==> src/hw/rtl/sppf_pkg.sv <==
`timescale 1ns / 1ps
// ----------------------------------------------------------------------------
// sppf_pkg: shared types and constants of the set-packing fitness scorer
// Widths of item fields, score unit request/response, state encodings.
// ----------------------------------------------------------------------------
package sppf_pkg;

  // default number of item slots
  parameter int NUM_ITEMS_DEF = 1024;

  // field widths
  parameter int WEIGHT_W = 32;
  parameter int IDX_W    = 11;
  parameter int TW_W     = 40;
  parameter int SUM_W    = 48;
  parameter int MAG_W    = 18;
  parameter int SCORE_W  = 64;
  parameter int CNT_W    = 8;
  parameter int CFG_IDX_W  = 8;
  parameter int CFG_DATA_W = 40;

  // configuration register indexes
  parameter logic [CFG_IDX_W-1:0] REG_TOTAL_WEIGHT = 8'd0;
  parameter logic [CFG_IDX_W-1:0] REG_ITEM_RANGE   = 8'd1;

  parameter logic [TW_W-1:0]  TOTAL_WEIGHT_RST = 40'd1;
  parameter logic [IDX_W-1:0] ITEM_RANGE_RST   = 11'd1024;
  parameter logic [CNT_W-1:0] COUNT_MAX        = 8'd255;

  // score unit sizes: F*F is 96 bits, times ten is 100 bits
  parameter int PROD_W = 96;
  parameter int DIVN_W = 100;
  parameter int STEP_W = 7;
  parameter logic [STEP_W-1:0] MUL_LAST = 7'd47;
  parameter logic [STEP_W-1:0] DIV_LAST = 7'd99;

  typedef enum logic [2:0] {
    ST_CLR, ST_IDLE, ST_UPD, ST_WALK, ST_WSUM, ST_STRT, ST_SCORE, ST_OUT
  } sppf_state_e;

  typedef enum logic [2:0] {
    SU_IDLE, SU_SQ, SU_X10, SU_DIV, SU_MAG, SU_FIN
  } sppf_su_state_e;

  typedef struct packed {
    logic             start;
    logic [SUM_W-1:0] fit;
    logic [MAG_W-1:0] mag;
    logic [TW_W-1:0]  divisor;
  } sppf_req_t;

  typedef struct packed {
    logic               done;
    logic [SCORE_W-1:0] score;
  } sppf_rsp_t;

endpackage

==> src/hw/rtl/sppf_score_unit.sv <==
`timescale 1ns / 1ps
// ----------------------------------------------------------------------------
// sppf_score_unit: serial penalty arithmetic
// score = F - F*M - floor(10*F*F / W), saturated to -2^63, using one
// shift-add multiplier and one restoring divider step per cycle.
// ----------------------------------------------------------------------------
module sppf_score_unit (
  input  logic                clk_i,
  input  logic                rst_ni,
  input  sppf_pkg::sppf_req_t req_i,
  output sppf_pkg::sppf_rsp_t rsp_o
);

  sppf_pkg::sppf_su_state_e state_q, state_d;

  logic [sppf_pkg::SUM_W-1:0]   f_q;
  logic [sppf_pkg::MAG_W-1:0]   m_q;
  logic [sppf_pkg::TW_W-1:0]    w_q;
  logic [sppf_pkg::PROD_W-1:0]  mcand_q, acc_q;
  logic [sppf_pkg::SUM_W-1:0]   mplier_q;
  logic [sppf_pkg::DIVN_W-1:0]  n_q, q_q;
  logic [sppf_pkg::TW_W-1:0]    rem_q;
  logic [sppf_pkg::STEP_W-1:0]  cnt_q;
  logic [sppf_pkg::SCORE_W-1:0] score_q;
  logic                         done_q;
  logic                         fin;

  // datapath helpers
  logic [sppf_pkg::PROD_W-1:0]  acc_add;
  logic [sppf_pkg::TW_W:0]      rem_sh;
  logic                         rem_ge;
  logic [sppf_pkg::SCORE_W-1:0] a_lo, q_lo, cap;
  logic [sppf_pkg::SCORE_W-1:0] tot;
  logic                         sat;

  assign acc_add = mplier_q[0] ? acc_q + mcand_q : acc_q;
  assign rem_sh  = {rem_q, n_q[sppf_pkg::DIVN_W-1]};
  assign rem_ge  = rem_sh >= {1'b0, w_q};

  assign a_lo = acc_q[sppf_pkg::SCORE_W-1:0];
  assign q_lo = q_q[sppf_pkg::SCORE_W-1:0];
  assign cap  = sppf_pkg::SCORE_W'(f_q) + {1'b1, {(sppf_pkg::SCORE_W-1){1'b0}}};
  // 64-bit sum, wraps like the word it models
  assign tot  = a_lo + q_lo;
  assign sat  = (|q_q[sppf_pkg::DIVN_W-1:sppf_pkg::SCORE_W]) ||
                (|acc_q[sppf_pkg::PROD_W-1:sppf_pkg::SCORE_W]) ||
                (q_lo > cap) || (a_lo > cap) || (tot > cap);

  // next state
  always_comb begin
    state_d = state_q;
    case (state_q)
      sppf_pkg::SU_IDLE: if (req_i.start) state_d = sppf_pkg::SU_SQ;
      sppf_pkg::SU_SQ:   if (cnt_q == sppf_pkg::MUL_LAST) state_d = sppf_pkg::SU_X10;
      sppf_pkg::SU_X10:  state_d = sppf_pkg::SU_DIV;
      sppf_pkg::SU_DIV:  if (cnt_q == sppf_pkg::DIV_LAST) state_d = sppf_pkg::SU_MAG;
      sppf_pkg::SU_MAG:  if (cnt_q == sppf_pkg::MUL_LAST) state_d = sppf_pkg::SU_FIN;
      sppf_pkg::SU_FIN:  state_d = sppf_pkg::SU_IDLE;
      default:           state_d = sppf_pkg::SU_IDLE;
    endcase
  end

  // outputs
  always_comb begin
    fin = 1'b0;
    case (state_q)
      sppf_pkg::SU_FIN: fin = 1'b1;
      default:          fin = 1'b0;
    endcase
  end

  always_ff @(posedge clk_i or negedge rst_ni) begin
    if (!rst_ni) begin
      state_q <= sppf_pkg::SU_IDLE;
      done_q  <= 1'b0;
    end else begin
      state_q <= state_d;
      done_q  <= fin;
    end
  end

  // arithmetic registers
  always_ff @(posedge clk_i) begin
    case (state_q)
      sppf_pkg::SU_IDLE: begin
        f_q      <= req_i.fit;
        m_q      <= req_i.mag;
        w_q      <= (req_i.divisor == '0) ? sppf_pkg::TW_W'(1) : req_i.divisor;
        acc_q    <= '0;
        mcand_q  <= sppf_pkg::PROD_W'(req_i.fit);
        mplier_q <= req_i.fit;
        cnt_q    <= '0;
      end
      sppf_pkg::SU_SQ, sppf_pkg::SU_MAG: begin
        acc_q    <= acc_add;
        mcand_q  <= mcand_q << 1;
        mplier_q <= mplier_q >> 1;
        cnt_q    <= cnt_q + 1'b1;
      end
      sppf_pkg::SU_X10: begin
        // times ten as 8x + 2x
        n_q   <= (sppf_pkg::DIVN_W'(acc_q) << 3) + (sppf_pkg::DIVN_W'(acc_q) << 1);
        q_q   <= '0;
        rem_q <= '0;
        cnt_q <= '0;
      end
      sppf_pkg::SU_DIV: begin
        rem_q <= rem_ge ? sppf_pkg::TW_W'(rem_sh - {1'b0, w_q})
                        : rem_sh[sppf_pkg::TW_W-1:0];
        q_q   <= {q_q[sppf_pkg::DIVN_W-2:0], rem_ge};
        n_q   <= n_q << 1;
        cnt_q <= cnt_q + 1'b1;
        if (cnt_q == sppf_pkg::DIV_LAST) begin
          // reload the multiplier for F*M
          acc_q    <= '0;
          mcand_q  <= sppf_pkg::PROD_W'(f_q);
          mplier_q <= sppf_pkg::SUM_W'(m_q);
          cnt_q    <= '0;
        end
      end
      sppf_pkg::SU_FIN: begin
        score_q <= sat ? {1'b1, {(sppf_pkg::SCORE_W-1){1'b0}}}
                       : sppf_pkg::SCORE_W'(f_q) - tot;
      end
      default: ;
    endcase
  end

  assign rsp_o.done  = done_q;
  assign rsp_o.score = score_q;

endmodule

==> config.mk <==
export PLATFORM = sky130hd
export DESIGN_NAME = sppf_score_unit
export DESIGN_NICKNAME = d
export VERILOG_FILES = /design/src/hw/rtl/sppf_pkg.sv /design/src/hw/rtl/sppf_score_unit.sv
export SDC_FILE = /design/constraint.sdc
export NUM_CORES = 2
export LEC_CHECK = 0
export ABC_AREA = 1
export BUFFER_PORTS_ARGS = -buffer_cell sky130_fd_sc_hd__buf_2
export CAP_MARGIN = 10
export CORE_MARGIN = 2
export CORE_UTILIZATION = 45
export DETAILED_ROUTE_END_ITERATION = 16
export SYNTH_ARGS = -nofsm -noshare
export SYNTH_HDL_FRONTEND = slang
export SYNTH_SLANG_ARGS = --single-unit
==> constraint.sdc <==
create_clock -name clk_i -period 19.1 [get_ports clk_i]
set_clock_uncertainty 0.05 [all_clocks]
set_input_delay 2.865 -clock clk_i [delete_from_list [all_inputs] [get_ports clk_i]]
set_output_delay 2.865 -clock clk_i [all_outputs]
set_load 0.01 [all_outputs]
== After elaboration in Yosys (flattened, before gate mapping) ==
Index checks and enable logic that the tools add are counted.
Storage, ports and cells
  memories kept: 0
  register bits after elaboration: 661
  logic and storage cells: 71
  output and inout port bits: 65
  ROM bits: 0
  latch bits: 0
  memory bits (writable): 0
  input bits: 109
Operators by class
  shift-type cells: 0
  $lt $le $gt $ge: 4
  multipliers: 0
  reduce and logical (&&, ||, !) cells: 16
  add/sub/neg operators: 7
  bitwise gates (word level): 0
  eq/ne operators: 12
  divide/modulo/power cells: 0
  muxes and demuxes: 19
Operators by type and width (count)
  $pmux W96 S3: 2
  $pmux W100 S2: 2
  $mux W96: 3
  $gt A64 B64 Y1: 3
  $pmux W48 S3: 1
  $add A99 B97 Y100: 1
  $add A96 B96 Y96: 1
  $pmux W40 S2: 1
  $add A48 B64 Y64 const B: 1
  $add A64 B64 Y64: 1
  $sub A48 B64 Y64: 1
  $mux W48: 1
  $ge A41 B40 Y1: 1
  $logic_not A40 Y1: 1
  $mux W40: 1
  $sub A40 B40 Y40: 1
  $reduce_or A36 Y1: 1
  $reduce_or A32 Y1: 1
  $pmux W7 S3: 1
  $pmux W3 S5: 1
  $mux W3: 4
  $ne A2 B2 Y1 const B: 5
  $add A7 B1 Y7 const B: 1
  $eq A7 B6 Y1 const B: 1
  other kinds (14): 21

== Logic depth before layout (Yosys ltp) ==
  depth in word-level cells: 5
  depth in mapped cells: 32
  mapped depth without buffers: 31

== Worst setup path before layout ==
OpenSTA, ideal clock, no wires.
  kind: reg2reg
  from: register state_q[0]
  to: register acc_q[0] (netlist bit) (enable)
  stages on the path, launching flop included: 8
  setup slack: 9.046 ns
  period minus slack after synthesis: 10.054 ns
  buffers on the path: 1
  data required time: 18.588 ns
  arrival: 9.542 ns
  setup time: 0.462 ns
  cells stage by stage: dfrtp_1 -> inv_1 -> nor3_2 -> clkbuf_1 -> nand2_1 -> inv_1 -> nor2_1 -> o21a_1
Between the ends
  longest elaborated chain between the ends: 4
  elaborated cells on any way between the ends: 9
  classes of those cells: eq/ne: 5; reduce/logical: 4
Ends and longest elaborated chain
  start: declaration: RTL line sppf_score_unit.sv:14  | sppf_pkg::sppf_su_state_e state_q, state_d;
  start signal: assignment: RTL line sppf_score_unit.sv:74  | state_q <= sppf_pkg::SU_IDLE;
  start signal: assignment: RTL line sppf_score_unit.sv:77  | state_q <= state_d;
  $eq A3 B1 Y1 / $eq A3 B3 Y1 (equally long branches): RTL line sppf_score_unit.sv:84  | case (state_q)
  $reduce_or A2 Y1: RTL line sppf_score_unit.sv:84
  $ne A2 B2 Y1 (no line) / $reduce_bool A3 Y1 (equally long branches)
  $reduce_and A3 Y1 (no line) (*)
  end signal: assignment: RTL line sppf_score_unit.sv:89  | acc_q <= '0;
  end signal: assignment: RTL line sppf_score_unit.sv:95  | acc_q <= acc_add;
  end signal: assignment: RTL line sppf_score_unit.sv:115  | acc_q <= '0;
  end: declaration: RTL line sppf_score_unit.sv:19  | logic [sppf_pkg::PROD_W-1:0] mcand_q, acc_q;
Every way passes the cells marked *; elsewhere a longest branch is shown, timed or not.
A chain may end at the register's enable or synchronous reset.

== Final worst setup path ==
  from: register acc_q[2] (netlist bit)
  to: register score_q[19] (netlist bit), data pin
Between the ends
  longest elaborated chain between the ends: 3
  elaborated cells on any way between the ends: 6
  classes of those cells: add/sub: 2; order compare: 2; reduce/logical: 2
Ends and longest elaborated chain
  $add A64 B64 Y64 / $gt A64 B64 Y1 (equally long branches): RTL line sppf_score_unit.sv:44, sppf_score_unit.sv:47
  $gt A64 B64 Y1 / $logic_or A1 B1 Y1 (equally long branches): RTL line sppf_score_unit.sv:47  | (q_lo > cap) || (a_lo > cap) || (tot > cap);
  $logic_or A1 B1 Y1: RTL line sppf_score_unit.sv:47
  end signal: assignment: RTL line sppf_score_unit.sv:122  | score_q <= sat ? {1'b1, {(sppf_pkg::SCORE_W-1){1'b0}}}
  end: declaration: RTL line sppf_score_unit.sv:24  | logic [sppf_pkg::SCORE_W-1:0] score_q;
Parallel ways exist; a longest one is shown, timed or not.

==> metrics.md <==
| Metric | Value |
|---|---|
| Placeable Area | `0.1197 mm2` |
| Dpl ws | `13340 ps` |
| Initial Util | `45.23%` |
| Crit path kind | `reg2reg` |
| Fin Setup TNS | `0 ps` |
| Most common cell in the netlist | `nand2_1` |
| Post-cts resize count | `0` |
| Crit-path slowest cell | `edfxtp_1` |
| Drt total wl | `198200 um` |
| H-tree levels | `3` |
| Number of global-route vias before repair | `48460` |
| TritonCTS buffer count | `81` |
| Largest cells by area after synthesis | `edfxtp_1, nand2_1, ha_1` |
| Detailed-route via count | `50380` |
| Max-cap viol count | `0` |
| I/O Buffers | `173` |
| Pins Over Slew Limit | `0` |
| Dpl cells | `9049` |
| First-pass GRT wire length | `293900 um` |
| Synthesized area per cell | `7.346 um2` |
| Starting DRT DRC Count | `3976` |
| Synth Area in Adders | `11.40%` |
| DRC Markers | `0` |
| Distinct cell type count after synthesis | `58` |
| GP Congestion | `0.9810` |
| Synthesized cell area | `0.05412 mm2` |
| Final setup fails | `0` |
| RSZ-0062 raised after global routing | `false` |
| Clock Sinks | `660` |
| Period utilization | `31.24%` |
| Die W | `350.8 um` |
| Yosys warns | `0` |
| Syn_nets | `7967` |
| Multiplexer area fraction after synthesis | `0%` |
| Syn Inst Count | `7368` |
| Post-CTS Hold Buffers | `0` |
| Synth area leader | `edfxtp_1` |
| FP Rows | `127` |
| Post-synth top cells | `nand2_1, inv_1, nor2_1, a21oi_1, edfxtp_1` |
| Clock Latency Late Sink | `690 ps` |
| DP HPWL | `162700 um` |
| Sequential area share after synthesis | `36.58%` |
| Synth Area in Compound Gates | `16.12%` |
| HP Class | `reg2reg` |
| Setup Buffers After CTS | `0` |
| Share of the synthesized area in the top cell type | `36.40%` |
| Synth async-reset ratio | `0.6061%` |
| CP bufs+invs | `2` |
| Max incr delay on CP | `510 ps` |
| Fin nets | `8119` |
| I/O Pins | `174` |
| Synth Area in XOR/XNOR | `2.735%` |
| GRT overflow | `0` |
| GRT Overall Usage | `31.78%` |
| Post-Synth Simple-Gate Area | `23.80%` |
| Finished Layout Cells | `9198` |
| Arr. time, crit path | `6410 ps` |
| Synth-to-Final Area Change | `9.592%` |
| Worst Path Required | `19540 ps` |
| Clk slew on worst S/H paths | `60 ps` |
| Largest family of logic cells by synthesized area | `simple AND/OR/NAND/NOR gates` |
| EDFF count, synth | `656` |
| Rel. slew slack | `13.67%` |
| Drt wl/cell | `21.54 um` |
| Synth Register Bits | `660` |
| Cell mode on critical path | `nand2_1` |
| Crit end category | `flip-flop` |
| Fmax | `167.6 MHz` |
| Root Driver | `clkbuf_16` |
| Maximum fanout along the worst path | `61` |
| Startpoint Class | `flip-flop` |
| Pre-antenna DRT Iters | `6` |
| Hold Vio Cnt, Final | `0` |
| Initial antenna violation count | `2` |
| Outcome | `completed` |
| Die Ht | `350.8 um` |
| Fraction of layout cells with a size suffix above 1 | `6.065%` |
| Largest net degree at the start of global routing | `205` |
| CTS tree | `done` |
| Setup ws final | `13130 ps` |
| Vias/cell | `5.478` |
| DIE AREA | `0.1231 mm2` |
| CTS Buffer Depth | `3` |
| Final min period | `5967 ps` |
| Slew @ Worst Pin | `1283 ps` |
| Worst path top cell family by delay | `simple AND/OR/NAND/NOR gates` |
| Filler instances | `12150` |
| Synth Flop Type | `edfxtp_1` |
| Post-route ant nets | `0` |
==> worst register-to-register path: stages, from the launching register on <==
cell and delay, ps:
edfxtp_1 510, ha_1 440, nand2_1 120, nand3_1 220
nand2_1 130, nand2_1 120, nand2_1 120, nand3_1 320
a21oi_1 450, o21ai_1 200, xnor2_1 370, inv_1 100
ha_1 440, nand2_1 130, nor2_1 200, nand2_1 110
inv_1 60, nand2_1 100, nor3_1 310, a21oi_1 120
nor2_1 110, nand2_1 60, nor2_1 90, nand2_1 80
nand2_2 80, nand2_4 390, nor2_1 330
==> cell type report <==
type	instances	area (um2)	share of cell area, %
sequential	660	19800	33.38
timing repair buffer	199	1074	1.810
multi-input combinational	5370	29300	49.40
inverter	1208	4544	7.662
tap	1612	2017	3.400
clock buffer	100	2098	3.538
clock inverter	48	475.5	0.8016
antenna	1	2.502	0.004219
==> state kept, by name (all words and copies together) (netlist names) <==
name / flops
cnt_q: 7
f_q: 48
state_q: 3
acc_q: 96
score_q: 64
m_q: 18
q_q: 100
n_q: 99
mcand_q: 96
done_q: 1
w_q: 40
mplier_q: 48
rem_q: 40
==> cells by family (layout without fill, tap and decap cells) <==
group                      Yosys count  after routing
DFF                                660            660
buffers and inverters             1338           1555
and+or+nand+nor                   3154           3154
other                                0              1
adders and majority gates          490            490
AOI/OAI and AO/OA                 1557           1557
xor gates and xnor gates           169            169
==> path summary, 6_finish.rpt <==
kind	to	cells after the start	slack, ps	start
hold reg to reg	n_q[98]	2	460	n_q[97]
max in group asynchronous	state_q[2]	1	16950	rst_ni
min in group asynchronous	done_q	1	1930	rst_ni
setup / recovery	score_q[19]	26	13130	acc_q[2]
hold / removal	n_q[98]	2	460	n_q[97]
setup reg to reg	score_q[19]	26	13130	acc_q[2]
==> per-stage QoR <==
step	area, um2	util (%)	hold WS [ps]
2_1_floorplan	54120	-	437.4
3_3_place_gp	56740	47.42	443.8
3_5_place_dp	56740	47.42	449.5
4_1_cts	59310	49.57	468.2
5_1_grt	59310	49.57	480.6
6_report	59310	49.57	462.0
==> cells in the final DEF, fill, tap and decap left out, drive strengths merged, types with 84 or more instances in the layout <==
master	synthesis	layout
nand2	1701	1701
inv	1207	1209
nor2	955	955
a21oi	712	712
edfxtp	656	656
o21ai	507	507
ha	485	485
nand3	227	227
buf	14	199
clkbuf	116	100
xnor2	85	85
xor2	84	84
==> per-layer routing <==
metal	global-route usage, %	wire, um
met1	40.76	85070
met2	53.23	92100
met3	4.489	11140
met4	14.13	9848
met5	0	0
Power is not shown: default switching activity piles up to over one toggle a cycle in this logic, so the estimate is an artifact.
